## src/hdl/fremap_pkg.sv

```systemverilog
// ----------------------------------------------------------------------------
// fremap_pkg
// Shared widths, codes, types and the arctangent table of the fisheye remap
// coordinate generator.
// ----------------------------------------------------------------------------
`timescale 1ns / 1ps

package fremap_pkg;

   localparam int COORD_BITS   = 12;
   localparam int FRAC_BITS    = 16;
   localparam int TAN_INT_BITS = 12;

   // tan and scale factor width (Q12.F)
   localparam int QW  = TAN_INT_BITS + FRAC_BITS;
   // radius width (Q12.F) and root remainder width
   localparam int LW  = COORD_BITS + FRAC_BITS;
   localparam int RMW = LW + 3;
   // angle width and rotation datapath width
   localparam int TW  = FRAC_BITS + 1;
   localparam int CW  = FRAC_BITS + 4;

   localparam int ADDR_BITS = 5;
   localparam int IDX_BITS  = ADDR_BITS - 2;

   localparam logic [63:0]   HALFPI_Q30 = 64'd1686629713;
   localparam logic [TW-1:0] HALFPI     = TW'(HALFPI_Q30 >> (30 - FRAC_BITS));
   localparam logic [QW-1:0] QMAX       = '1;
   localparam logic [QW-1:0] K_ONE      = QW'(64'd1 << FRAC_BITS);

   localparam logic [1:0] ST_OK      = 2'd0;
   localparam logic [1:0] ST_OUTSIDE = 2'd1;
   localparam logic [1:0] ST_OFFIMG  = 2'd2;

   localparam logic [IDX_BITS-1:0] REG_LENS_RADIUS = IDX_BITS'(0);
   localparam logic [IDX_BITS-1:0] REG_OUT_WIDTH   = IDX_BITS'(1);
   localparam logic [IDX_BITS-1:0] REG_OUT_HEIGHT  = IDX_BITS'(2);
   localparam logic [IDX_BITS-1:0] REG_SRC_WIDTH   = IDX_BITS'(3);
   localparam logic [IDX_BITS-1:0] REG_SRC_HEIGHT  = IDX_BITS'(4);

   typedef struct packed {
      logic [COORD_BITS-1:0] out_row;
      logic [COORD_BITS-1:0] out_col;
   } req_type;

   typedef struct packed {
      logic [COORD_BITS-1:0] src_col;
      logic [COORD_BITS-1:0] src_row;
      logic [1:0]            status;
   } rsp_type;

   typedef struct packed {
      logic [COORD_BITS-1:0] lens_radius;
      logic [COORD_BITS-1:0] out_width;
      logic [COORD_BITS-1:0] out_height;
      logic [COORD_BITS-1:0] src_width;
      logic [COORD_BITS-1:0] src_height;
   } cfg_type;

   localparam cfg_type CFG_RESET = '{
      lens_radius: COORD_BITS'(800),
      out_width:   COORD_BITS'(1224),
      out_height:  COORD_BITS'(816),
      src_width:   COORD_BITS'(2484),
      src_height:  COORD_BITS'(750)
   };

   // per-word control that rides alongside the datapath
   typedef struct packed {
      logic                  valid;
      logic                  outside;
      logic                  xneg;
      logic                  yneg;
      logic [COORD_BITS-1:0] ax;
      logic [COORD_BITS-1:0] ay;
   } side_type;

   // atan(2^-i) in Q.F, floor of the Q30 value
   function automatic logic signed [CW-1:0] atan_q(input int unsigned idx);
      logic [63:0] v;
      case (idx)
         0:  v = 64'd843314856;
         1:  v = 64'd497837829;
         2:  v = 64'd263043836;
         3:  v = 64'd133525158;
         4:  v = 64'd67021686;
         5:  v = 64'd33543515;
         6:  v = 64'd16775850;
         7:  v = 64'd8388437;
         8:  v = 64'd4194282;
         9:  v = 64'd2097149;
         10: v = 64'd1048575;
         11: v = 64'd524287;
         12: v = 64'd262143;
         13: v = 64'd131071;
         14: v = 64'd65535;
         15: v = 64'd32767;
         16: v = 64'd16383;
         17: v = 64'd8191;
         18: v = 64'd4095;
         19: v = 64'd2047;
         20: v = 64'd1023;
         21: v = 64'd511;
         22: v = 64'd255;
         23: v = 64'd127;
         default: v = 64'd0;
      endcase
      return $signed(CW'(v >> (30 - FRAC_BITS)));
   endfunction

endpackage

```

## src/hdl/fremap_out.sv

```systemverilog
// ----------------------------------------------------------------------------
// fremap_out
// Scales the offsets, adds the source center, truncates, checks the source
// bounds and holds the result word in an output register with a skid stage.
// ----------------------------------------------------------------------------
`timescale 1ns / 1ps

module fremap_out (
   input  logic                              clock,
   input  logic                              reset,
   input  fremap_pkg::side_type              side_in,
   input  logic [fremap_pkg::QW-1:0]         k_in,
   input  logic [fremap_pkg::COORD_BITS-1:0] src_width,
   input  logic [fremap_pkg::COORD_BITS-1:0] src_height,
   input  logic                              rsp_stall,
   output logic                              rsp_valid,
   output fremap_pkg::rsp_type               rsp_data,
   output logic                              en
);
   import fremap_pkg::*;

   localparam int MW  = COORD_BITS + QW;
   localparam int VW  = MW + 2;
   localparam int TRW = VW - FRAC_BITS;

   side_type      a_side_ff;
   logic [MW-1:0] dxm_ff, dym_ff;

   logic signed [VW-1:0]  base_c, base_r, vc, vr;
   logic [VW-1:0]         abs_c, abs_r;
   logic signed [TRW-1:0] sh_c, sh_r, tc_in, tr_in;

   side_type              b_side_ff;
   logic signed [TRW-1:0] tc_ff, tr_ff;

   logic signed [TRW-1:0] sw_s, shgt_s;
   rsp_type               res;

   logic    out_v_ff, skid_v_ff;
   rsp_type out_ff, skid_ff;
   logic    out_free;

   always_ff @(posedge clock) begin
      if (reset) begin
         a_side_ff.valid <= 1'b0;
         b_side_ff.valid <= 1'b0;
      end else if (en) begin
         a_side_ff <= side_in;
         dxm_ff    <= MW'(side_in.ax) * MW'(k_in);
         dym_ff    <= MW'(side_in.ay) * MW'(k_in);
         b_side_ff <= a_side_ff;
         tc_ff     <= tc_in;
         tr_ff     <= tr_in;
      end
   end

   // row axis points down in the source, so dy enters with the opposite sign
   always_comb begin
      base_c = $signed(VW'(src_width >> 1) << FRAC_BITS);
      base_r = $signed(VW'(src_height >> 1) << FRAC_BITS);
      vc = a_side_ff.xneg ? base_c - $signed(VW'(dxm_ff)) : base_c + $signed(VW'(dxm_ff));
      vr = a_side_ff.yneg ? base_r + $signed(VW'(dym_ff)) : base_r - $signed(VW'(dym_ff));
      abs_c = vc[VW-1] ? VW'(-vc) : VW'(vc);
      abs_r = vr[VW-1] ? VW'(-vr) : VW'(vr);
      sh_c  = $signed(abs_c[VW-1:FRAC_BITS]);
      sh_r  = $signed(abs_r[VW-1:FRAC_BITS]);
      tc_in = vc[VW-1] ? -sh_c : sh_c;
      tr_in = vr[VW-1] ? -sh_r : sh_r;
   end

   always_comb begin
      sw_s   = $signed(TRW'(src_width));
      shgt_s = $signed(TRW'(src_height));
      res.src_col = '0;
      res.src_row = '0;
      if (b_side_ff.outside) begin
         res.status = ST_OUTSIDE;
      end else if (tc_ff < 0 || tc_ff >= sw_s || tr_ff < 0 || tr_ff >= shgt_s) begin
         res.status = ST_OFFIMG;
      end else begin
         res.status  = ST_OK;
         res.src_col = tc_ff[COORD_BITS-1:0];
         res.src_row = tr_ff[COORD_BITS-1:0];
      end
   end

   // the pipe only moves while the skid stage is empty
   assign en       = !skid_v_ff;
   assign out_free = !out_v_ff || !rsp_stall;

   always_ff @(posedge clock) begin
      if (reset) begin
         out_v_ff  <= 1'b0;
         skid_v_ff <= 1'b0;
      end else if (en && b_side_ff.valid) begin
         if (out_free) begin
            out_ff   <= res;
            out_v_ff <= 1'b1;
         end else begin
            skid_ff   <= res;
            skid_v_ff <= 1'b1;
         end
      end else if (skid_v_ff && out_free) begin
         out_ff    <= skid_ff;
         out_v_ff  <= 1'b1;
         skid_v_ff <= 1'b0;
      end else if (out_free) begin
         out_v_ff <= 1'b0;
      end
   end

   assign rsp_valid = out_v_ff;
   assign rsp_data  = out_ff;

endmodule

```

## config.mk

```make
export PLATFORM = sky130hd
export DESIGN_NAME = fremap_out
export DESIGN_NICKNAME = d
export VERILOG_FILES = /design/src/hdl/fremap_pkg.sv /design/src/hdl/fremap_out.sv
export SDC_FILE = /design/constraint.sdc
export NUM_CORES = 2
export LEC_CHECK = 0
export BUFFER_PORTS_ARGS = -buffer_cell sky130_fd_sc_hd__buf_2
export CAP_MARGIN = 25
export CORE_MARGIN = 2
export CORE_UTILIZATION = 40
export CTS_BUF_LIST = sky130_fd_sc_hd__clkbuf_4
export DETAILED_ROUTE_END_ITERATION = 10
export HOLD_SLACK_MARGIN = 0.1
export PLACE_DENSITY = 0.55
export RECOVER_POWER = 50
export SLEW_MARGIN = 20
export SYNTH_ARGS = -nofsm -noshare
export SYNTH_HDL_FRONTEND = slang
export SYNTH_SLANG_ARGS = --single-unit
```

## constraint.sdc

```tcl
create_clock -name clock -period 17.43 [get_ports clock]
set_clock_uncertainty 0.2 [all_clocks]
set_input_delay 5.229 -clock clock [delete_from_list [all_inputs] [get_ports clock]]
set_output_delay 5.229 -clock clock [all_outputs]
set_load 0.05 [all_outputs]
```

==> impl_metrics.tcl <==
set metrics [dict create \
    drv_slew 168 \
    synth_cell_types 94 \
    die_area_mm2 0.0914 \
    finalInstanceArea_mm2 0.0374 \
    grt_pass1_vias 28091 \
    synth_nets 4897 \
    worst_slew_pin_slew_ns 4.02 \
    antenna_found_initial 7 \
    synth_top_area_share 0.294 \
    met2_usage 0.350 \
    die_y_um 302 \
    hold_viol 0 \
    cp_slowest_cell "clkbuf_1" \
    setup_viol 0 \
    io_pins 111 \
    crit_type "input port to flop" \
    ys_top_cells_by_count "inv_1 (677), nand2_1 (604), fa_1 (522)" \
    via_count 27830 \
    start_util 0.403 \
    synth_area_mm2 0.0356 \
    met1_usage 0.310 \
    synth_seq_area_share 0.161 \
    drive_above_1_share 0.0539 \
    fp-row-count 109 \
    cts_sinks 192 \
    path_cells "buf_2, clkbuf_1, nand2_1, fa_1, inv_1, fa_1, inv_1, fa_1, inv_1, fa_1, ha_1, o21a_1, o21a_1, a2111oi_0, nor4_1, o21ai_0, nand4_1, a31oi_1, o21ai_0, a2111oi_0, nor3b_1, o21ai_0, nor2_1, a211o_1" \
    p_leak_uw 0.0170 \
    dpl-instance-area_mm2 0.0371 \
    n_fill_cell 8965 \
    status "finished with violations" \
    ant_nets 0 \
    cts_max_path_buffers 2 \
    cp.arrival_ns 13.45 \
    path_max_fanout 28 \
    viasPerCell 5.34 \
    synth_edf_count 188 \
    drv_cap 3 \
    fin_tns_setup_ns 0 \
    gp_congestion 0.874 \
    hp-class "flop to flop" \
    crit_top_cell "fa_1" \
    endpoint_kind "flop" \
    avgSynthCellArea_um2 8.76 \
    routedWlPerCell_um 18.6 \
    maxSlewHeadroom -1.68 \
    insertion_delay_ns 0.64 \
    syn_inst 4062 \
    fin_crit_sh 0.760 \
    cts_hold_buf 0 \
    track_usage 0.219 \
    area_growth_pct 4.92 \
    fp.dieW_um 302 \
    yosys-top-cells-area "fa_1 (29%), edfxtp_1 (16%), ha_1 (8.1%)" \
    synth_top_area_cell "fa_1" \
    portBuffers 110 \
    cts.repair.resized 0 \
    h-tree-depth 4 \
    fmax_mhz 75.4 \
    cts-root-buf "clkbuf_4" \
    finalNetCount 4863 \
    cts_made_buffers 17 \
    synth_most_common_cell "inv_1" \
    grt_pass1_wl_mm 157 \
    drt-initial-drc-count 2009 \
    gr-total-overflow 0 \
    core_mm2 0.0882 \
    synth_flop_cell "edfxtp_1" \
    cts_setup_buffers 0 \
    clkTransAtPathRegs_ns 0.16 \
    yosysWarnings 0 \
    grt_max_degree 79 \
    wl_mm 97.1 \
    cts_tree "yes" \
    ys_ff_latch 192 \
    cellPowerDensity_mw_per_mm2 192 \
    grt_use_met3 0.0350 \
    max_stage_delay_ns 1.37 \
    required_ns 17.62 \
    top_usage_layer "met2" \
    min_period_ns 13.25 \
    vdd_ir_drop_max_uv 163 \
    dpl.hpwl_mm 75.0 \
    rsz0062_at_grt "false" \
    cp-start-kind "input port" \
    async_flop_share 0 \
    violations "capacitance limit, slew limit" \
    drt-pass1-iter-count 7 \
    drcViolationCount 0 \
]
## through the flow
stage	hold slack [ns]	power [uW]	util	cells	worst slack (ns)
final	0.249	7180	0.423	5207	4.18
after floorplan	0.200	5230	-	4062	5.50
after global placement	0.206	6880	0.421	5172	4.44
after global routing	0.278	8000	0.423	5207	3.78
after CTS	0.250	7180	0.424	5205	5.01
after detailed placement	0.218	6910	0.421	5173	4.29
## worst max-delay path: cells and delay by family
kind	cells	cell delay, ns
and+or+nand+nor	5	0.73
AOI/OAI and AO/OA	9	3.49
buffers and inverters	5	1.60
adders and majority gates	5	2.38
## worst paths after layout
| check | endpoint | startpoint | depth (start not counted) | slack [ns] |
|---|---|---|---|---|
| hold reg to reg | b_side_ff[26] | a_side_ff[26] | 0 | 0.25 |
| hold / removal | b_side_ff[26] | a_side_ff[26] | 0 | 0.25 |
| setup / recovery | dym_ff[39] | side_in[0] | 24 | 4.18 |
| setup reg to reg | tr_ff[24] | a_side_ff[24] | 16 | 10.74 |
## kinds of logic (layout without fill, tap and decap cells)
logic type | Yosys count | count (layout) | synth area share
AND/OR/NAND/NOR | 1445 | 1445 | 0.200
buffers and inverters | 873 | 852 | 0.0923
adder cells (fa/ha/maj) | 752 | 752 | 0.374
AO/OA/AOI/OAI | 545 | 545 | 0.106
XOR/XNOR | 206 | 206 | 0.0511
flip-flops | 192 | 192 | 0.161
multiplexers | 49 | 49 | 0.0149
other | 0 | 1 | 0
## state kept, by name, summed over array words and instances, names as in the netlist
name	flops
dxm_ff	40
dym_ff	40
rsp_data	26
skid_ff	26
tc_ff	26
tr_ff	26
a_side_ff	4
b_side_ff	2
rsp_valid	1
skid_v_ff	1
## layout make-up
class / count / area [um2] / share of cell area
Multi-Input combinational cell: 2997 / 26600 / 0.713
Sequential cell: 192 / 5730 / 0.153
Inverter: 678 / 2540 / 0.0681
Tap cell: 1165 / 1460 / 0.0390
Timing Repair Buffer: 142 / 727 / 0.0195
Clock buffer: 19 / 143 / 0.00382
Clock inverter: 13 / 126 / 0.00338
Antenna cell: 1 / 2.50 / 0.0000670
## cells in the final DEF, fill, tap and decap left out, drive strengths merged, types with 16 or more instances in the layout
master	n
nor2	173
edfxtp	188
nand2	604
a31oi	43
a21o	44
a211oi	30
or2	17
a21oi	126
ha	230
and2	237
fa	522
mux2i	18
clkbuf	56
nand4	44
o21a	32
o21ai	81
nand2b	31
mux2	31
nor2b	36
nand3	71
nor4	29
inv	684
nor3	73
xnor2	147
a211o	16
o211ai	22
xor2	59
or3	30
buf	105
and3	32
## power breakdown
part | switching [uW] | internal, uW | total, uW | leakage [uW]
combinational | 3590 | 2270 | 5860 | 0.0150
sequential | 154 | 921 | 1080 | 0.00190
clock | 164 | 77.2 | 241 | 0.000145
total | 3910 | 3270 | 7180 | 0.0170
## routing by layer
metal  vias up  wire (um)
met5         -         36
met4         6       2170
met3       102       5860
met2       741      43900
met1     13864      45100
li1      13117          -
(Power assumes the default switching activity.)
