### src/hdl/fremap_pkg.sv
// ----------------------------------------------------------------------------
// fremap_pkg
// Shared widths, codes, types and the arctangent table of the fisheye remap
// coordinate generator.
// ----------------------------------------------------------------------------
`timescale 1ns / 1ps

package fremap_pkg;

   localparam int COORD_BITS   = 12;
   localparam int FRAC_BITS    = 16;
   localparam int TAN_INT_BITS = 12;

   // tan and scale factor width (Q12.F)
   localparam int QW  = TAN_INT_BITS + FRAC_BITS;
   // radius width (Q12.F) and root remainder width
   localparam int LW  = COORD_BITS + FRAC_BITS;
   localparam int RMW = LW + 3;
   // angle width and rotation datapath width
   localparam int TW  = FRAC_BITS + 1;
   localparam int CW  = FRAC_BITS + 4;

   localparam int ADDR_BITS = 5;
   localparam int IDX_BITS  = ADDR_BITS - 2;

   localparam logic [63:0]   HALFPI_Q30 = 64'd1686629713;
   localparam logic [TW-1:0] HALFPI     = TW'(HALFPI_Q30 >> (30 - FRAC_BITS));
   localparam logic [QW-1:0] QMAX       = '1;
   localparam logic [QW-1:0] K_ONE      = QW'(64'd1 << FRAC_BITS);

   localparam logic [1:0] ST_OK      = 2'd0;
   localparam logic [1:0] ST_OUTSIDE = 2'd1;
   localparam logic [1:0] ST_OFFIMG  = 2'd2;

   localparam logic [IDX_BITS-1:0] REG_LENS_RADIUS = IDX_BITS'(0);
   localparam logic [IDX_BITS-1:0] REG_OUT_WIDTH   = IDX_BITS'(1);
   localparam logic [IDX_BITS-1:0] REG_OUT_HEIGHT  = IDX_BITS'(2);
   localparam logic [IDX_BITS-1:0] REG_SRC_WIDTH   = IDX_BITS'(3);
   localparam logic [IDX_BITS-1:0] REG_SRC_HEIGHT  = IDX_BITS'(4);

   typedef struct packed {
      logic [COORD_BITS-1:0] out_row;
      logic [COORD_BITS-1:0] out_col;
   } req_type;

   typedef struct packed {
      logic [COORD_BITS-1:0] src_col;
      logic [COORD_BITS-1:0] src_row;
      logic [1:0]            status;
   } rsp_type;

   typedef struct packed {
      logic [COORD_BITS-1:0] lens_radius;
      logic [COORD_BITS-1:0] out_width;
      logic [COORD_BITS-1:0] out_height;
      logic [COORD_BITS-1:0] src_width;
      logic [COORD_BITS-1:0] src_height;
   } cfg_type;

   localparam cfg_type CFG_RESET = '{
      lens_radius: COORD_BITS'(800),
      out_width:   COORD_BITS'(1224),
      out_height:  COORD_BITS'(816),
      src_width:   COORD_BITS'(2484),
      src_height:  COORD_BITS'(750)
   };

   // per-word control that rides alongside the datapath
   typedef struct packed {
      logic                  valid;
      logic                  outside;
      logic                  xneg;
      logic                  yneg;
      logic [COORD_BITS-1:0] ax;
      logic [COORD_BITS-1:0] ay;
   } side_type;

   // atan(2^-i) in Q.F, floor of the Q30 value
   function automatic logic signed [CW-1:0] atan_q(input int unsigned idx);
      logic [63:0] v;
      case (idx)
         0:  v = 64'd843314856;
         1:  v = 64'd497837829;
         2:  v = 64'd263043836;
         3:  v = 64'd133525158;
         4:  v = 64'd67021686;
         5:  v = 64'd33543515;
         6:  v = 64'd16775850;
         7:  v = 64'd8388437;
         8:  v = 64'd4194282;
         9:  v = 64'd2097149;
         10: v = 64'd1048575;
         11: v = 64'd524287;
         12: v = 64'd262143;
         13: v = 64'd131071;
         14: v = 64'd65535;
         15: v = 64'd32767;
         16: v = 64'd16383;
         17: v = 64'd8191;
         18: v = 64'd4095;
         19: v = 64'd2047;
         20: v = 64'd1023;
         21: v = 64'd511;
         22: v = 64'd255;
         23: v = 64'd127;
         default: v = 64'd0;
      endcase
      return $signed(CW'(v >> (30 - FRAC_BITS)));
   endfunction

endpackage

### src/hdl/fremap_angle.sv
// ----------------------------------------------------------------------------
// fremap_angle
// Normalizes the radius by the lens radius, scales to an angle in [0, pi/2)
// and runs unscaled rotation steps to get a cosine/sine pair.
// ----------------------------------------------------------------------------
`timescale 1ns / 1ps

module fremap_angle (
   input  logic                             clock,
   input  logic                             reset,
   input  logic                             en,
   input  fremap_pkg::side_type             side_in,
   input  logic [fremap_pkg::LW-1:0]        root_in,
   input  logic [fremap_pkg::COORD_BITS-1:0] lens_radius,
   output fremap_pkg::side_type             side_out,
   output logic [fremap_pkg::TW-1:0]        theta_out,
   output logic signed [fremap_pkg::CW-1:0] cx_out,
   output logic signed [fremap_pkg::CW-1:0] cy_out
);
   import fremap_pkg::*;

   localparam int DN = FRAC_BITS;
   localparam int CN = FRAC_BITS;
   localparam int PW = FRAC_BITS + TW;
   localparam logic signed [CW-1:0] CX0 = $signed(CW'(64'd1 << FRAC_BITS));

   side_type              dv_side_in [0:DN];
   side_type              dv_side_ff [0:DN];
   logic [COORD_BITS-1:0] dv_rem_in  [0:DN];
   logic [COORD_BITS-1:0] dv_rem_ff  [0:DN];
   logic [FRAC_BITS-1:0]  dv_num_in  [0:DN];
   logic [FRAC_BITS-1:0]  dv_num_ff  [0:DN];
   logic [FRAC_BITS-1:0]  dv_q_in    [0:DN];
   logic [FRAC_BITS-1:0]  dv_q_ff    [0:DN];

   side_type      m_side_ff;
   logic [PW-1:0] prod_ff;

   side_type             cd_side_in [0:CN];
   side_type             cd_side_ff [0:CN];
   logic [TW-1:0]        cd_th_in   [0:CN];
   logic [TW-1:0]        cd_th_ff   [0:CN];
   logic signed [CW-1:0] cd_x_in    [0:CN];
   logic signed [CW-1:0] cd_x_ff    [0:CN];
   logic signed [CW-1:0] cd_y_in    [0:CN];
   logic signed [CW-1:0] cd_y_ff    [0:CN];
   logic signed [CW-1:0] cd_z_in    [0:CN];
   logic signed [CW-1:0] cd_z_ff    [0:CN];

   // restoring divide, one quotient bit per stage; integer part is below r
   always_comb begin
      logic [COORD_BITS:0] t;
      dv_side_in[0] = side_in;
      dv_rem_in[0]  = root_in[LW-1:FRAC_BITS];
      dv_num_in[0]  = root_in[FRAC_BITS-1:0];
      dv_q_in[0]    = '0;
      for (int k = 0; k < DN; k++) begin
         dv_side_in[k+1] = dv_side_ff[k];
         dv_num_in[k+1]  = dv_num_ff[k] << 1;
         t = {dv_rem_ff[k], dv_num_ff[k][FRAC_BITS-1]};
         if (t >= {1'b0, lens_radius}) begin
            dv_rem_in[k+1] = COORD_BITS'(t - {1'b0, lens_radius});
            dv_q_in[k+1]   = {dv_q_ff[k][FRAC_BITS-2:0], 1'b1};
         end else begin
            dv_rem_in[k+1] = t[COORD_BITS-1:0];
            dv_q_in[k+1]   = {dv_q_ff[k][FRAC_BITS-2:0], 1'b0};
         end
      end
   end

   always_ff @(posedge clock) begin
      for (int k = 0; k <= DN; k++) begin
         if (reset) begin
            dv_side_ff[k].valid <= 1'b0;
         end else if (en) begin
            dv_side_ff[k] <= dv_side_in[k];
            dv_rem_ff[k]  <= dv_rem_in[k];
            dv_num_ff[k]  <= dv_num_in[k];
            dv_q_ff[k]    <= dv_q_in[k];
         end
      end
   end

   always_ff @(posedge clock) begin
      if (reset) begin
         m_side_ff.valid <= 1'b0;
      end else if (en) begin
         m_side_ff <= dv_side_ff[DN];
         prod_ff   <= PW'(dv_q_ff[DN]) * PW'(HALFPI);
      end
   end

   always_comb begin
      logic signed [CW-1:0] sx, sy, a;
      cd_side_in[0] = m_side_ff;
      cd_th_in[0]   = prod_ff[PW-1:FRAC_BITS];
      cd_x_in[0]    = CX0;
      cd_y_in[0]    = '0;
      cd_z_in[0]    = $signed(CW'(prod_ff[PW-1:FRAC_BITS]));
      for (int k = 0; k < CN; k++) begin
         cd_side_in[k+1] = cd_side_ff[k];
         cd_th_in[k+1]   = cd_th_ff[k];
         sx = cd_y_ff[k] >>> k;
         sy = cd_x_ff[k] >>> k;
         a  = atan_q(k);
         if (cd_z_ff[k] >= 0) begin
            cd_x_in[k+1] = cd_x_ff[k] - sx;
            cd_y_in[k+1] = cd_y_ff[k] + sy;
            cd_z_in[k+1] = cd_z_ff[k] - a;
         end else begin
            cd_x_in[k+1] = cd_x_ff[k] + sx;
            cd_y_in[k+1] = cd_y_ff[k] - sy;
            cd_z_in[k+1] = cd_z_ff[k] + a;
         end
      end
   end

   always_ff @(posedge clock) begin
      for (int k = 0; k <= CN; k++) begin
         if (reset) begin
            cd_side_ff[k].valid <= 1'b0;
         end else if (en) begin
            cd_side_ff[k] <= cd_side_in[k];
            cd_th_ff[k]   <= cd_th_in[k];
            cd_x_ff[k]    <= cd_x_in[k];
            cd_y_ff[k]    <= cd_y_in[k];
            cd_z_ff[k]    <= cd_z_in[k];
         end
      end
   end

   assign side_out  = cd_side_ff[CN];
   assign theta_out = cd_th_ff[CN];
   assign cx_out    = cd_x_ff[CN];
   assign cy_out    = cd_y_ff[CN];

endmodule

### config.mk
export PLATFORM = sky130hd
export DESIGN_NAME = fremap_angle
export DESIGN_NICKNAME = d
export VERILOG_FILES = /design/src/hdl/fremap_pkg.sv /design/src/hdl/fremap_angle.sv
export SDC_FILE = /design/constraint.sdc
export NUM_CORES = 2
export LEC_CHECK = 0
export BUFFER_PORTS_ARGS = -buffer_cell sky130_fd_sc_hd__buf_2
export CAP_MARGIN = 5
export CORE_MARGIN = 2
export CORE_UTILIZATION = 45
export CTS_BUF_LIST = sky130_fd_sc_hd__clkbuf_2
export DETAILED_ROUTE_END_ITERATION = 6
export PLACE_DENSITY = 0.68
export SETUP_SLACK_MARGIN = 0.1
export SKIP_CTS_REPAIR_TIMING = 1
export SYNTH_ARGS = -nofsm -noshare
export SYNTH_HDL_FRONTEND = slang
export SYNTH_SLANG_ARGS = --single-unit
### constraint.sdc
create_clock -name clock -period 97.1 [get_ports clock]
set_input_delay 9.71 -clock clock [delete_from_list [all_inputs] [get_ports clock]]
set_output_delay 9.71 -clock clock [all_outputs]
set_load 0.02 [all_outputs]
==> results.md <==
* CP max FO at 81
* Yosys top cell by area: edfxtp_1
* CTS Buf Count at 650
* # IOs at 156
* Power Density at 27.18 nW/µm²
* Synth top area share at 60.08%
* Port bufs at 155
* Post-route minimum period at 15.23 ns
* Die ar. at ~280000 µm²
* Peak VDD IR at 0.01334 mV
* First-pass DRT Iterations at 7
* Max-cap violation count at 0
* Seq/Total Area, Yosys at between 60% and 70%
* Synth Area in Compound Gates at 8.525%
* Chip width at 533.5 µm
* CTS root buffer: clkbuf_2
* Required @ worst endpoint at 98.65 ns
* Wire per inst at 16.37 µm
* CTS Sinks at 2525
* DP HPWL at 162900 µm
* Clock latency on the worst-skew pair at 2.07 ns
* Synth Instances at 9368
* Largest family of logic cells by synthesized area: adder cells
* Initial antenna violation count at 6
* Fill count at 24.41k
* Net Switching at about 1300 µW
* Top area cells in the synthesized netlist: edfxtp_1, ha_1, xnor2_1
* Setup violations, final at 0
* Area share of fa/ha/maj cells after synthesis at between 10% and 20%
* Cells after DPL at 13.19k
* Simple-Gate Fraction of Synth Area at 8.400%
* Finished Layout Cells at 14.28k
* Clock power share at 18.8%
* CP cell instances: buf_2, nor2b_4, buf_4, buf_4, buf_4, buf_4, buf_4, buf_4, buf_4, buf_4
* Clock Skews at ~0.22 ns
* Starting DRT DRC Count at approximately 4.2k
* Chip Height at 533.5 µm
* Number of flops mapped to enable cells by yosys at between 2k and 3k
* CP delay by family, top: buffers and inverters
* Post-Synth XOR/XNOR Area at 6.526%
* Count of cell types in the netlist at 84
* Critical Path Max Stage Delay at 0.88 ns
* Total core area at 279100 µm²
* RSZ-0062 raised after global routing: false
* Via density at 5.197
* Crit. End Element: register
* Layout cells sized above 1 at 13.64%
* Top_reg_cell synth: edfxtp_1
* Synth Warn # at 0
* Status: finished, violations left
* Grt total ovfl at 0
* Row count at 194
* Syn Area/Cell at 13.47 µm²
* Reg power frac at between 40% and 50%
* Max Slew Vio Count at 0
* Clock Tree Buf Depth at 4
* Comb pwr share at 39.5%
* Worst path most repeated cell: buf_4
* Final ANT Viol Nets at 0
* Switch share at 36.14%
* Area grow syn2layout at 8.755%
* Post-synthesis mux area share at 1.626%
* Layout Nets at 11.40k
* Startpoint Class: input pin
* Largest net degree at the start of global routing at 205
* Crit path max-delay cell type: buf_4
* Gpl congestion at 0.8695
* Worst setup path class: input pin to register
* Final Hold Fails at 0
* CTS tree: yes
* DRC Markers at 2
* Multi-input gate area at 47690 µm²
* Arrival @ worst endpoint at 16.78 ns
* Yosys reg bits at 2525
* Power consumption at 3728 µW
* Crit share post-route at between 10% and 20%
* Least-Margin Pin Slew at between 1 and 1.5 ns
* Hold WC Path Type: register to register
* Area taken by flip-flops and latches at between 70000 and 80000 µm²
* Post-Syn Nets at 10.64k
* Post-synth ARST share at 0%
* Fmax at 65.67 MHz
* Internal at about 2400 µW
* GRT Total Usage at 16.25%
* Worst slew margin at 22.94%
* Pleak at ~0.053 µW
* Final setup TNS at 0 ns
* Routed vias at 74.21k
* First-pass GRT wire length at roughly 380000 µm
* Vias in the first global route at 76.22k
* Violated checks: DRC
* Initial Util at 45.19%
* Mapped Area at around 130000 µm²
* WP buf/inv at 9
* H-tree depth at 6
* Post-Route WL at 233800 µm
* Clock transition at path regs at 0.09 ns
## synthesized netlist by cell type, drive strengths merged, types with 17 or more instances
cell type     n
o41ai        28
fa          122
buf          86
a31oi        77
or2          38
a21boi       32
o21ai       356
inv         521
o21a         72
nand4        58
nor2b       182
a31o         36
ha         1083
o21bai       56
nor4         64
mux2i        53
nor2        594
nand2       442
edfxtp     2524
a21o        220
nor4b        19
nand2b       96
xor2        298
clkbuf       41
o211ai       42
and3         92
nor3        263
or3          74
and2         54
o2111ai      17
o31ai        67
xnor2       642
nand3       150
mux2        135
a21oi       504
a211oi       56
a211o        28
## power groups by stage
| stage | logic (µW) | registers, µW | clock network (µW) |
|---|---|---|---|
| finish | 1470 | 1550 | 700 |
| global route | 1670 | 1570 | 797 |
| CTS | 1480 | 1560 | 744 |
| detailed placement | 1470 | 1580 | 0 |
| global placement | 1420 | 1580 | 0 |
| floorplan | 1170 | 1680 | 0 |
## flip-flops by register name, indices dropped and copies added, names as in the netlist
signal and count:
cd_y_ff 247, prod_ff 17, dv_side_ff 476, cd_z_ff 281, dv_rem_ff 192, cd_x_ff 247, cd_side_ff 476, dv_num_ff 136
cd_side_in 28, cd_th_ff 289, dv_q_ff 136
## worst register-to-register path: cells and delay by family (launching register included)
kind | cells | cell delay (ns)
buffers and inverters | 4 | 0.24
adders and majority gates | 7 | 3.47
AOI/OAI and AO/OA | 8 | 2.01
xor gates and xnor gates | 1 | 0.10
DFF | 1 | 0.58
## per-layer routing
layer / track usage (%) / share of wire, % / up-vias
met5: 0 / 0.014 / -
met4: 7.269 / 3.5 / 4
met3: 2.931 / 4.2 / 545
met2: 27.54 / 48 / 1527
met1: 20.27 / 44 / 35280
li1: - / - / 36850
## logic make-up after synthesis
kind of cell | count (synthesis)
XOR/XNOR | 940
multiplexers | 188
AND/OR/NAND/NOR | 2168
flip-flops | 2525
adder cells (fa/ha/maj) | 1205
AO/OA/AOI/OAI | 1690
buffers and inverters | 652
## final cells by class
cell class                      count  share of cell area, %
Inverter                          525                  1.436
Clock inverter                    185                 0.8472
Antenna cell                        3               0.005472
Clock buffer                      898                  3.276
Multi-Input combinational cell   6191                  34.76
Timing Repair Buffer              229                  1.025
Sequential cell                  2525                  55.26
Tap cell                         3724                  3.396
## cells in the final DEF, fill, tap and decap left out, types with 155 or more instances in the layout
master and n:
edfxtp_1 2524, ha_1 1083, clkbuf_2 898, xnor2_1 642, nor2_1 593, inv_1 520, a21oi_1 503, nand2_1 442
o21ai_0 354, xor2_1 298, nor3_1 263, a21o_1 220, nor2b_1 181, buf_2 155
## stage by stage
stage	util [%]	instance area, µm²	setup slack [ns]	hold slack (ns)
global placement	47.12	131500	79.93	0.4004
floorplan	-	126200	15.69	0.4003
finish	49.15	137200	81.87	0.2748
detailed placement	47.12	131500	79.65	0.4045
global route	49.15	137200	81.25	0.3035
CTS	49.15	137200	81.98	0.3022
## path summary, 6_finish.rpt
check                                        from                end  slack, ns  cells after the start
worst min register to register  cd_side_ff[14][7]  cd_side_ff[15][7]       0.27                      0
worst max-delay path                           en   dv_rem_ff[0][69]      81.87                     10
worst max register to register    dv_q_ff[0][269]        prod_ff[32]      90.44                     20
worst min-delay path            cd_side_ff[14][7]  cd_side_ff[15][7]       0.27                      0
Note: power is estimated with default switching activity, not from simulation.
