## config.mk

```make
export PLATFORM = sky130hd
export DESIGN_NAME = fremap_root
export DESIGN_NICKNAME = d
export VERILOG_FILES = /design/src/hdl/fremap_pkg.sv /design/src/hdl/fremap_root.sv
export SDC_FILE = /design/constraint.sdc
export NUM_CORES = 2
export LEC_CHECK = 0
export ABC_CLOCK_PERIOD_IN_PS = 224200
export BUFFER_PORTS_ARGS = -buffer_cell sky130_fd_sc_hd__buf_4
export CORE_ASPECT_RATIO = 1.4
export CORE_MARGIN = 2
export CORE_UTILIZATION = 45
export CTS_CLUSTER_SIZE = 28
export DETAILED_ROUTE_END_ITERATION = 6
export PLACE_DENSITY = 0.72
export SYNTH_ARGS = -nofsm -noshare
export SYNTH_HDL_FRONTEND = slang
export SYNTH_SLANG_ARGS = --single-unit
```

## constraint.sdc

```tcl
create_clock -name clock -period 224.2 [get_ports clock]
set_input_delay 56.05 -clock clock [delete_from_list [all_inputs] [get_ports clock]]
set_output_delay 56.05 -clock clock [all_outputs]
set_load 0.01 [all_outputs]
```

## src/hdl/fremap_pkg.sv

```systemverilog
// ----------------------------------------------------------------------------
// fremap_pkg
// Shared widths, codes, types and the arctangent table of the fisheye remap
// coordinate generator.
// ----------------------------------------------------------------------------
`timescale 1ns / 1ps

package fremap_pkg;

   localparam int COORD_BITS   = 12;
   localparam int FRAC_BITS    = 16;
   localparam int TAN_INT_BITS = 12;

   // tan and scale factor width (Q12.F)
   localparam int QW  = TAN_INT_BITS + FRAC_BITS;
   // radius width (Q12.F) and root remainder width
   localparam int LW  = COORD_BITS + FRAC_BITS;
   localparam int RMW = LW + 3;
   // angle width and rotation datapath width
   localparam int TW  = FRAC_BITS + 1;
   localparam int CW  = FRAC_BITS + 4;

   localparam int ADDR_BITS = 5;
   localparam int IDX_BITS  = ADDR_BITS - 2;

   localparam logic [63:0]   HALFPI_Q30 = 64'd1686629713;
   localparam logic [TW-1:0] HALFPI     = TW'(HALFPI_Q30 >> (30 - FRAC_BITS));
   localparam logic [QW-1:0] QMAX       = '1;
   localparam logic [QW-1:0] K_ONE      = QW'(64'd1 << FRAC_BITS);

   localparam logic [1:0] ST_OK      = 2'd0;
   localparam logic [1:0] ST_OUTSIDE = 2'd1;
   localparam logic [1:0] ST_OFFIMG  = 2'd2;

   localparam logic [IDX_BITS-1:0] REG_LENS_RADIUS = IDX_BITS'(0);
   localparam logic [IDX_BITS-1:0] REG_OUT_WIDTH   = IDX_BITS'(1);
   localparam logic [IDX_BITS-1:0] REG_OUT_HEIGHT  = IDX_BITS'(2);
   localparam logic [IDX_BITS-1:0] REG_SRC_WIDTH   = IDX_BITS'(3);
   localparam logic [IDX_BITS-1:0] REG_SRC_HEIGHT  = IDX_BITS'(4);

   typedef struct packed {
      logic [COORD_BITS-1:0] out_row;
      logic [COORD_BITS-1:0] out_col;
   } req_type;

   typedef struct packed {
      logic [COORD_BITS-1:0] src_col;
      logic [COORD_BITS-1:0] src_row;
      logic [1:0]            status;
   } rsp_type;

   typedef struct packed {
      logic [COORD_BITS-1:0] lens_radius;
      logic [COORD_BITS-1:0] out_width;
      logic [COORD_BITS-1:0] out_height;
      logic [COORD_BITS-1:0] src_width;
      logic [COORD_BITS-1:0] src_height;
   } cfg_type;

   localparam cfg_type CFG_RESET = '{
      lens_radius: COORD_BITS'(800),
      out_width:   COORD_BITS'(1224),
      out_height:  COORD_BITS'(816),
      src_width:   COORD_BITS'(2484),
      src_height:  COORD_BITS'(750)
   };

   // per-word control that rides alongside the datapath
   typedef struct packed {
      logic                  valid;
      logic                  outside;
      logic                  xneg;
      logic                  yneg;
      logic [COORD_BITS-1:0] ax;
      logic [COORD_BITS-1:0] ay;
   } side_type;

   // atan(2^-i) in Q.F, floor of the Q30 value
   function automatic logic signed [CW-1:0] atan_q(input int unsigned idx);
      logic [63:0] v;
      case (idx)
         0:  v = 64'd843314856;
         1:  v = 64'd497837829;
         2:  v = 64'd263043836;
         3:  v = 64'd133525158;
         4:  v = 64'd67021686;
         5:  v = 64'd33543515;
         6:  v = 64'd16775850;
         7:  v = 64'd8388437;
         8:  v = 64'd4194282;
         9:  v = 64'd2097149;
         10: v = 64'd1048575;
         11: v = 64'd524287;
         12: v = 64'd262143;
         13: v = 64'd131071;
         14: v = 64'd65535;
         15: v = 64'd32767;
         16: v = 64'd16383;
         17: v = 64'd8191;
         18: v = 64'd4095;
         19: v = 64'd2047;
         20: v = 64'd1023;
         21: v = 64'd511;
         22: v = 64'd255;
         23: v = 64'd127;
         default: v = 64'd0;
      endcase
      return $signed(CW'(v >> (30 - FRAC_BITS)));
   endfunction

endpackage

```

## src/hdl/fremap_root.sv

```systemverilog
// ----------------------------------------------------------------------------
// fremap_root
// Centers the pixel, squares the offsets, tests against the lens circle and
// takes the radius with a pipelined digit-by-digit square root.
// ----------------------------------------------------------------------------
`timescale 1ns / 1ps

module fremap_root (
   input  logic                          clock,
   input  logic                          reset,
   input  logic                          en,
   input  logic                          req_valid,
   input  fremap_pkg::req_type           req_data,
   input  fremap_pkg::cfg_type           cfg,
   output fremap_pkg::side_type          side_out,
   output logic [fremap_pkg::LW-1:0]     root_out
);
   import fremap_pkg::*;

   localparam int N  = LW;
   localparam int SQ = 2 * COORD_BITS;

   logic [COORD_BITS-1:0] half_w, half_h;
   side_type              s0_in, s0_ff, s1_ff;
   logic [SQ-1:0]         sqx_ff, sqy_ff, r2_ff;
   logic [SQ:0]           sum;

   side_type       rt_side_in [0:N];
   side_type       rt_side_ff [0:N];
   logic [SQ-1:0]  rt_s_in    [0:N];
   logic [SQ-1:0]  rt_s_ff    [0:N];
   logic [RMW-1:0] rt_rem_in  [0:N];
   logic [RMW-1:0] rt_rem_ff  [0:N];
   logic [LW-1:0]  rt_root_in [0:N];
   logic [LW-1:0]  rt_root_ff [0:N];

   always_comb begin
      half_w = cfg.out_width >> 1;
      half_h = cfg.out_height >> 1;
      s0_in.valid   = req_valid;
      s0_in.outside = 1'b0;
      s0_in.xneg    = req_data.out_col < half_w;
      s0_in.ax      = s0_in.xneg ? half_w - req_data.out_col : req_data.out_col - half_w;
      s0_in.yneg    = req_data.out_row > half_h;
      s0_in.ay      = s0_in.yneg ? req_data.out_row - half_h : half_h - req_data.out_row;
   end

   always_ff @(posedge clock) begin
      if (reset) begin
         s0_ff.valid <= 1'b0;
         s1_ff.valid <= 1'b0;
      end else if (en) begin
         s0_ff  <= s0_in;
         s1_ff  <= s0_ff;
         sqx_ff <= SQ'(s0_ff.ax) * SQ'(s0_ff.ax);
         sqy_ff <= SQ'(s0_ff.ay) * SQ'(s0_ff.ay);
         r2_ff  <= SQ'(cfg.lens_radius) * SQ'(cfg.lens_radius);
      end
   end

   assign sum = {1'b0, sqx_ff} + {1'b0, sqy_ff};

   // one root bit per stage; s shifts out two bits a step and runs to zero
   always_comb begin
      logic [RMW-1:0] t;
      logic [RMW-1:0] trial;
      rt_side_in[0]         = s1_ff;
      rt_side_in[0].outside = sum >= {1'b0, r2_ff};
      rt_s_in[0]            = sum[SQ-1:0];
      rt_rem_in[0]          = '0;
      rt_root_in[0]         = '0;
      for (int k = 0; k < N; k++) begin
         rt_side_in[k+1] = rt_side_ff[k];
         rt_s_in[k+1]    = rt_s_ff[k] << 2;
         t     = {rt_rem_ff[k][RMW-3:0], rt_s_ff[k][SQ-1 -: 2]};
         trial = RMW'({rt_root_ff[k], 2'b01});
         if (t >= trial) begin
            rt_rem_in[k+1]  = t - trial;
            rt_root_in[k+1] = {rt_root_ff[k][LW-2:0], 1'b1};
         end else begin
            rt_rem_in[k+1]  = t;
            rt_root_in[k+1] = {rt_root_ff[k][LW-2:0], 1'b0};
         end
      end
   end

   always_ff @(posedge clock) begin
      for (int k = 0; k <= N; k++) begin
         if (reset) begin
            rt_side_ff[k].valid <= 1'b0;
         end else if (en) begin
            rt_side_ff[k] <= rt_side_in[k];
            rt_s_ff[k]    <= rt_s_in[k];
            rt_rem_ff[k]  <= rt_rem_in[k];
            rt_root_ff[k] <= rt_root_in[k];
         end
      end
   end

   assign side_out = rt_side_ff[N];
   assign root_out = rt_root_ff[N];

endmodule

```

==> tab_implementation.tex <==
\begin{tabular}{lr}
\hline
Metric & Value \\
\hline
\multicolumn{2}{l}{\textbf{Synth}} \\
\quad Syn Std Cell Area & 111,000 um\^{}2 \\
\quad Mux cell area share after synthesis & 0.0162 \\
\quad Most used flip-flop cell after synthesis & sky130\_fd\_sc\_hd\_\_edfxtp\_1 \\
\quad Synthesized flop and latch total & 2,222 \\
\quad Arithmetic-cell share of the synthesized area counting full adders, half adders and majority gates & 0.122 \\
\quad Net count after synthesis & 9,554 \\
\quad Sequential fraction of the synthesis area & 0.600 \\
\quad Complex-gate fraction of the synthesized area & 0.0775 \\
\quad Post-synthesis cell type with the largest combined area & sky130\_fd\_sc\_hd\_\_edfxtp\_1 \\
\quad Synthesized-area fraction occupied by and/or/nand/nor cells & 0.0889 \\
\quad Number of instances in the synthesized netlist & 8,539 \\
\quad Share of the synthesized area in the top cell type & 0.600 \\
\quad Main combinational cell family by area after synthesis & adder cells \\
\quad Syn avg cell area & 13.0 um\^{}2 \\
\quad XOR/XNOR Fraction of Synth Area & 0.0516 \\
\quad Warning count from the yosys run & 0 \\
\quad Main area contributors after synthesis & sky130\_fd\_sc\_hd\_\_edfxtp\_1 (60\%), sky130\_fd\_sc\_hd\_\_ha\_1 (7.5\%), sky130\_fd\_sc\_hd\_\_fa\_1 (4.6\%), sky130\_fd\_sc\_hd\_\_inv\_1 (3.5\%), sky130\_fd\_sc\_hd\_\_xnor2\_1 (3.0\%) \\
\quad Number of flops mapped to enable cells by yosys & 2,220 \\
\quad Share of synthesized registers carrying an async set or reset & 0 \\
\quad Synth cell types & 96 \\
\multicolumn{2}{l}{\textbf{Setup path}} \\
\quad Cell count of the worst reg-to-reg path & 20 \\
\quad Origin of the worst setup path & cfg[56] \\
\quad Reg2Reg Capture Point & sqy\_ff[23] \\
\quad CP Class & in2reg \\
\quad CP endpoint & r2\_ff[22] \\
\quad Startpoint of the most critical register-to-register path & s0\_ff[9] \\
\quad Worst Setup Start Kind & input port \\
\quad Data arrival at the endpoint of the critical path & 61,020 ps \\
\quad Minimum setup slack among reg-to-reg paths & 217,770 ps \\
\quad Critical Path RT & 224,840 ps \\
\quad Critical Path End Type & flip-flop \\
\quad Crit path max fanout & 9 \\
\multicolumn{2}{l}{\textbf{CTS}} \\
\quad Hold-fix buffer count after cts & 0 \\
\quad Clock Sink Count & 2,222 \\
\quad Clock latency at the later pin of the worst-skew pair & 910 ps \\
\quad Clock tree from TritonCTS & yes \\
\quad Count of instances resized after the clock tree is built & 0 \\
\quad Level count of the clock H-tree & 4 \\
\quad Clock-pin slew on the worst setup and hold paths & 60 ps \\
\quad Clock root buffer & sky130\_fd\_sc\_hd\_\_clkbuf\_16 \\
\quad Post-CTS setup buffer count & 0 \\
\quad Number of CTS-inserted buffers & 221 \\
\quad Max Buffers Root-to-Sink & 4 \\
\multicolumn{2}{l}{\textbf{Global routing}} \\
\quad GR Overflow Total & 0 \\
\quad Initial antenna violation count & 2 \\
\quad Number of global-route vias before repair & 67,100 \\
\quad Global-route usage over all layers & 0.160 \\
\quad First-pass GRT wire length & 327,000 um \\
\quad Maximum number of pins on one net before global-route repair & 198 \\
\multicolumn{2}{l}{\textbf{Floorplanning}} \\
\quad Placeable core region & 245,000 um\^{}2 \\
\quad Horizontal die dimension & 424 um \\
\quad Effective utilization at floorplan & 0.453 \\
\quad Number of rows in the core area & 215 \\
\quad DIE HEIGHT & 592 um \\
\quad Number of ports placed on the die boundary & 144 \\
\quad Die outline area & 251,000 um\^{}2 \\
\multicolumn{2}{l}{\textbf{Min path}} \\
\quad Type of the most critical hold path & reg2reg \\
\multicolumn{2}{l}{\textbf{Final layout}} \\
\quad Number of nets in the finished design & 9,763 \\
\quad Commonest cells after routing, fill and taps aside & sky130\_fd\_sc\_hd\_\_edfxtp\_1 (2,220), sky130\_fd\_sc\_hd\_\_inv\_1 (1,035), sky130\_fd\_sc\_hd\_\_ha\_1 (670), sky130\_fd\_sc\_hd\_\_nand2\_1 (532), sky130\_fd\_sc\_hd\_\_nor2\_1 (440) \\
\quad Seq. cell area & 66,700 um\^{}2 \\
\quad Area taken by multi-input logic gates & 39,600 um\^{}2 \\
\quad Count of filler cells inserted in the layout & 20,700 \\
\quad Layout cells sized above 1 & 0.0806 \\
\quad Most common cell after layout, fill and taps aside & sky130\_fd\_sc\_hd\_\_edfxtp\_1 \\
\quad Final cell count without fillers & 12,200 \\
\quad Post-synthesis to final-layout area growth & 10.4\% \\
\quad Post-Route Utilization & 0.500 \\
\multicolumn{2}{l}{\textbf{Timing}} \\
\quad Tcrit/Tclk final & 0.269 \\
\quad Worst setup skew after layout & 127 ps \\
\quad Clock period minus worst slack & 60,380 ps \\
\quad Number of hold-slack violations in the final timing report & 0 \\
\quad Top achievable clock speed & 16.6 MHz \\
\quad Remaining max-slew budget at the tightest pin & 0.150 \\
\quad Worst-margin pin slew & 1260 ps \\
\quad Unrepaired setup endpoints after global routing & false \\
\quad \# setup viols final & 0 \\
\quad Count of final max-slew check failures & 0 \\
\quad Final setup TNS & 0 ps \\
\quad Min Hold Slack & 329 ps \\
\multicolumn{2}{l}{\textbf{Power}} \\
\quad Static Leak & 47.5 nW \\
\quad PnR Total Power & 1.26 mW \\
\quad Pwr/cell area & 10.3 nW/um\^{}2 \\
\quad Worst IR Drop VDD & 0.0182 mV \\
\multicolumn{2}{l}{\textbf{Drt}} \\
\quad Sum of routed wire length over all layers & 203,000 um \\
\quad DRC errors left & 0 \\
\quad Wirelength per Cell & 16.7 um \\
\quad Via density per instance & 5.25 \\
\quad Pre-antenna DRT Iters & 5 \\
\quad Final antenna-violating net count & 0 \\
\quad Count of routing violations after the opening detailed-route iteration & 3,511 \\
\quad Routed vias & 64,000 \\
\multicolumn{2}{l}{\textbf{Placement}} \\
\quad Final weighted congestion in routability-driven placement & 0.894 \\
\quad Input/output buffers & 117 \\
\quad Number of cells in the design after placement & 11,800 \\
\quad Placed wire-length estimate after detailed placement & 147,000 um \\
\multicolumn{2}{l}{\textbf{Run status}} \\
\quad Status & finished, final reports clean \\
\multicolumn{2}{l}{\textbf{Flow run}} \\
\quad Max-Cap Viols & 0 \\
\hline
\end{tabular}
==> layer usage <==
layer	GRT usage	vias to the layer above	wire (um)
li1	-	30900	-
met1	0.143	31300	67400
met2	0.326	1164	116000
met3	0.0226	598	6230
met4	0.102	0	13600
met5	0	-	0
==> cells in the mapped netlist, drive strengths merged (79+ instances only) <==
cell type and instances:
o21ai 349, nand2b 79, a21oi 380, fa 257, edfxtp 2220, mux2 137
inv 1037, or3 90, nor3 207, nor2 441, nand3 92, nand2 533
a21o 155, ha 670, and2 182, xnor2 379, clkbuf 109, xor2 276
==> power by group <==
group | internal [mW] | switching (mW)
Combinational | 0.162 | 0.217
Clock | 0.204 | 0.154
Sequential | 0.507 | 0.0151
==> through the flow <==
step                area, um^2  setup WS, ps
floorplan               111000        105060
global placement        116000        162980
detailed placement      116000        162910
CTS                     123000        163860
global route            123000        163690
finish                  123000        163820
==> how the worst min path moves through the flow <==
stage | startpoint | slack [ps] | endpoint | cells past startpoint
floorplan | rt_s_ff[0][78] | 400 | rt_s_ff[0][104] | 0
global placement | rt_s_ff[0][110] | 400 | rt_s_ff[0][136] | 0
detailed placement | rt_s_ff[0][138] | 400 | rt_s_ff[0][164] | 0
CTS | rt_s_ff[0][82] | 330 | rt_s_ff[0][108] | 0
global route | rt_s_ff[0][78] | 330 | rt_s_ff[0][104] | 0
finish | rt_s_ff[0][82] | 330 | rt_s_ff[0][108] | 0
==> sequential cells by signal, indices dropped and copies added, names as in the netlist <==
signal / count
r2_ff: 23
rt_rem_ff: 727
rt_root_ff: 406
rt_s_ff: 156
rt_side_ff: 812
rt_side_in: 27
s0_ff: 27
sqx_ff: 22
sqy_ff: 22
==> critical path, cell delays in order <==
cell	delay [ps]
sky130_fd_sc_hd__buf_4	190
sky130_fd_sc_hd__inv_1	130
sky130_fd_sc_hd__nor2_1	230
sky130_fd_sc_hd__inv_1	90
sky130_fd_sc_hd__fa_1	490
sky130_fd_sc_hd__fa_1	570
sky130_fd_sc_hd__fa_1	450
sky130_fd_sc_hd__fa_1	480
sky130_fd_sc_hd__fa_1	540
sky130_fd_sc_hd__inv_1	60
sky130_fd_sc_hd__ha_1	360
sky130_fd_sc_hd__nand3_1	100
sky130_fd_sc_hd__a21oi_1	230
sky130_fd_sc_hd__o2111ai_1	190
sky130_fd_sc_hd__a31oi_1	310
sky130_fd_sc_hd__a31oi_1	150
sky130_fd_sc_hd__xnor2_1	390
==> cells by family after synthesis <==
logic type	count (synthesis)
DFF	2222
and+or+nand+nor	1992
AOI/OAI and AO/OA	1359
buffers and inverters	1221
adders and majority gates	927
xor gates and xnor gates	655
muxes	162
other	1
==> cell type report <==
type,instances,share of cell area
diodes,5,0.000102
repair buffers,170,0.0109
well taps,3255,0.0332
flip-flops and latches,2222,0.544
multi-input cells,5096,0.323
inverters,1037,0.0318
clock inverters,138,0.0101
clock buffers,257,0.0467
(Power assumes the default switching activity.)
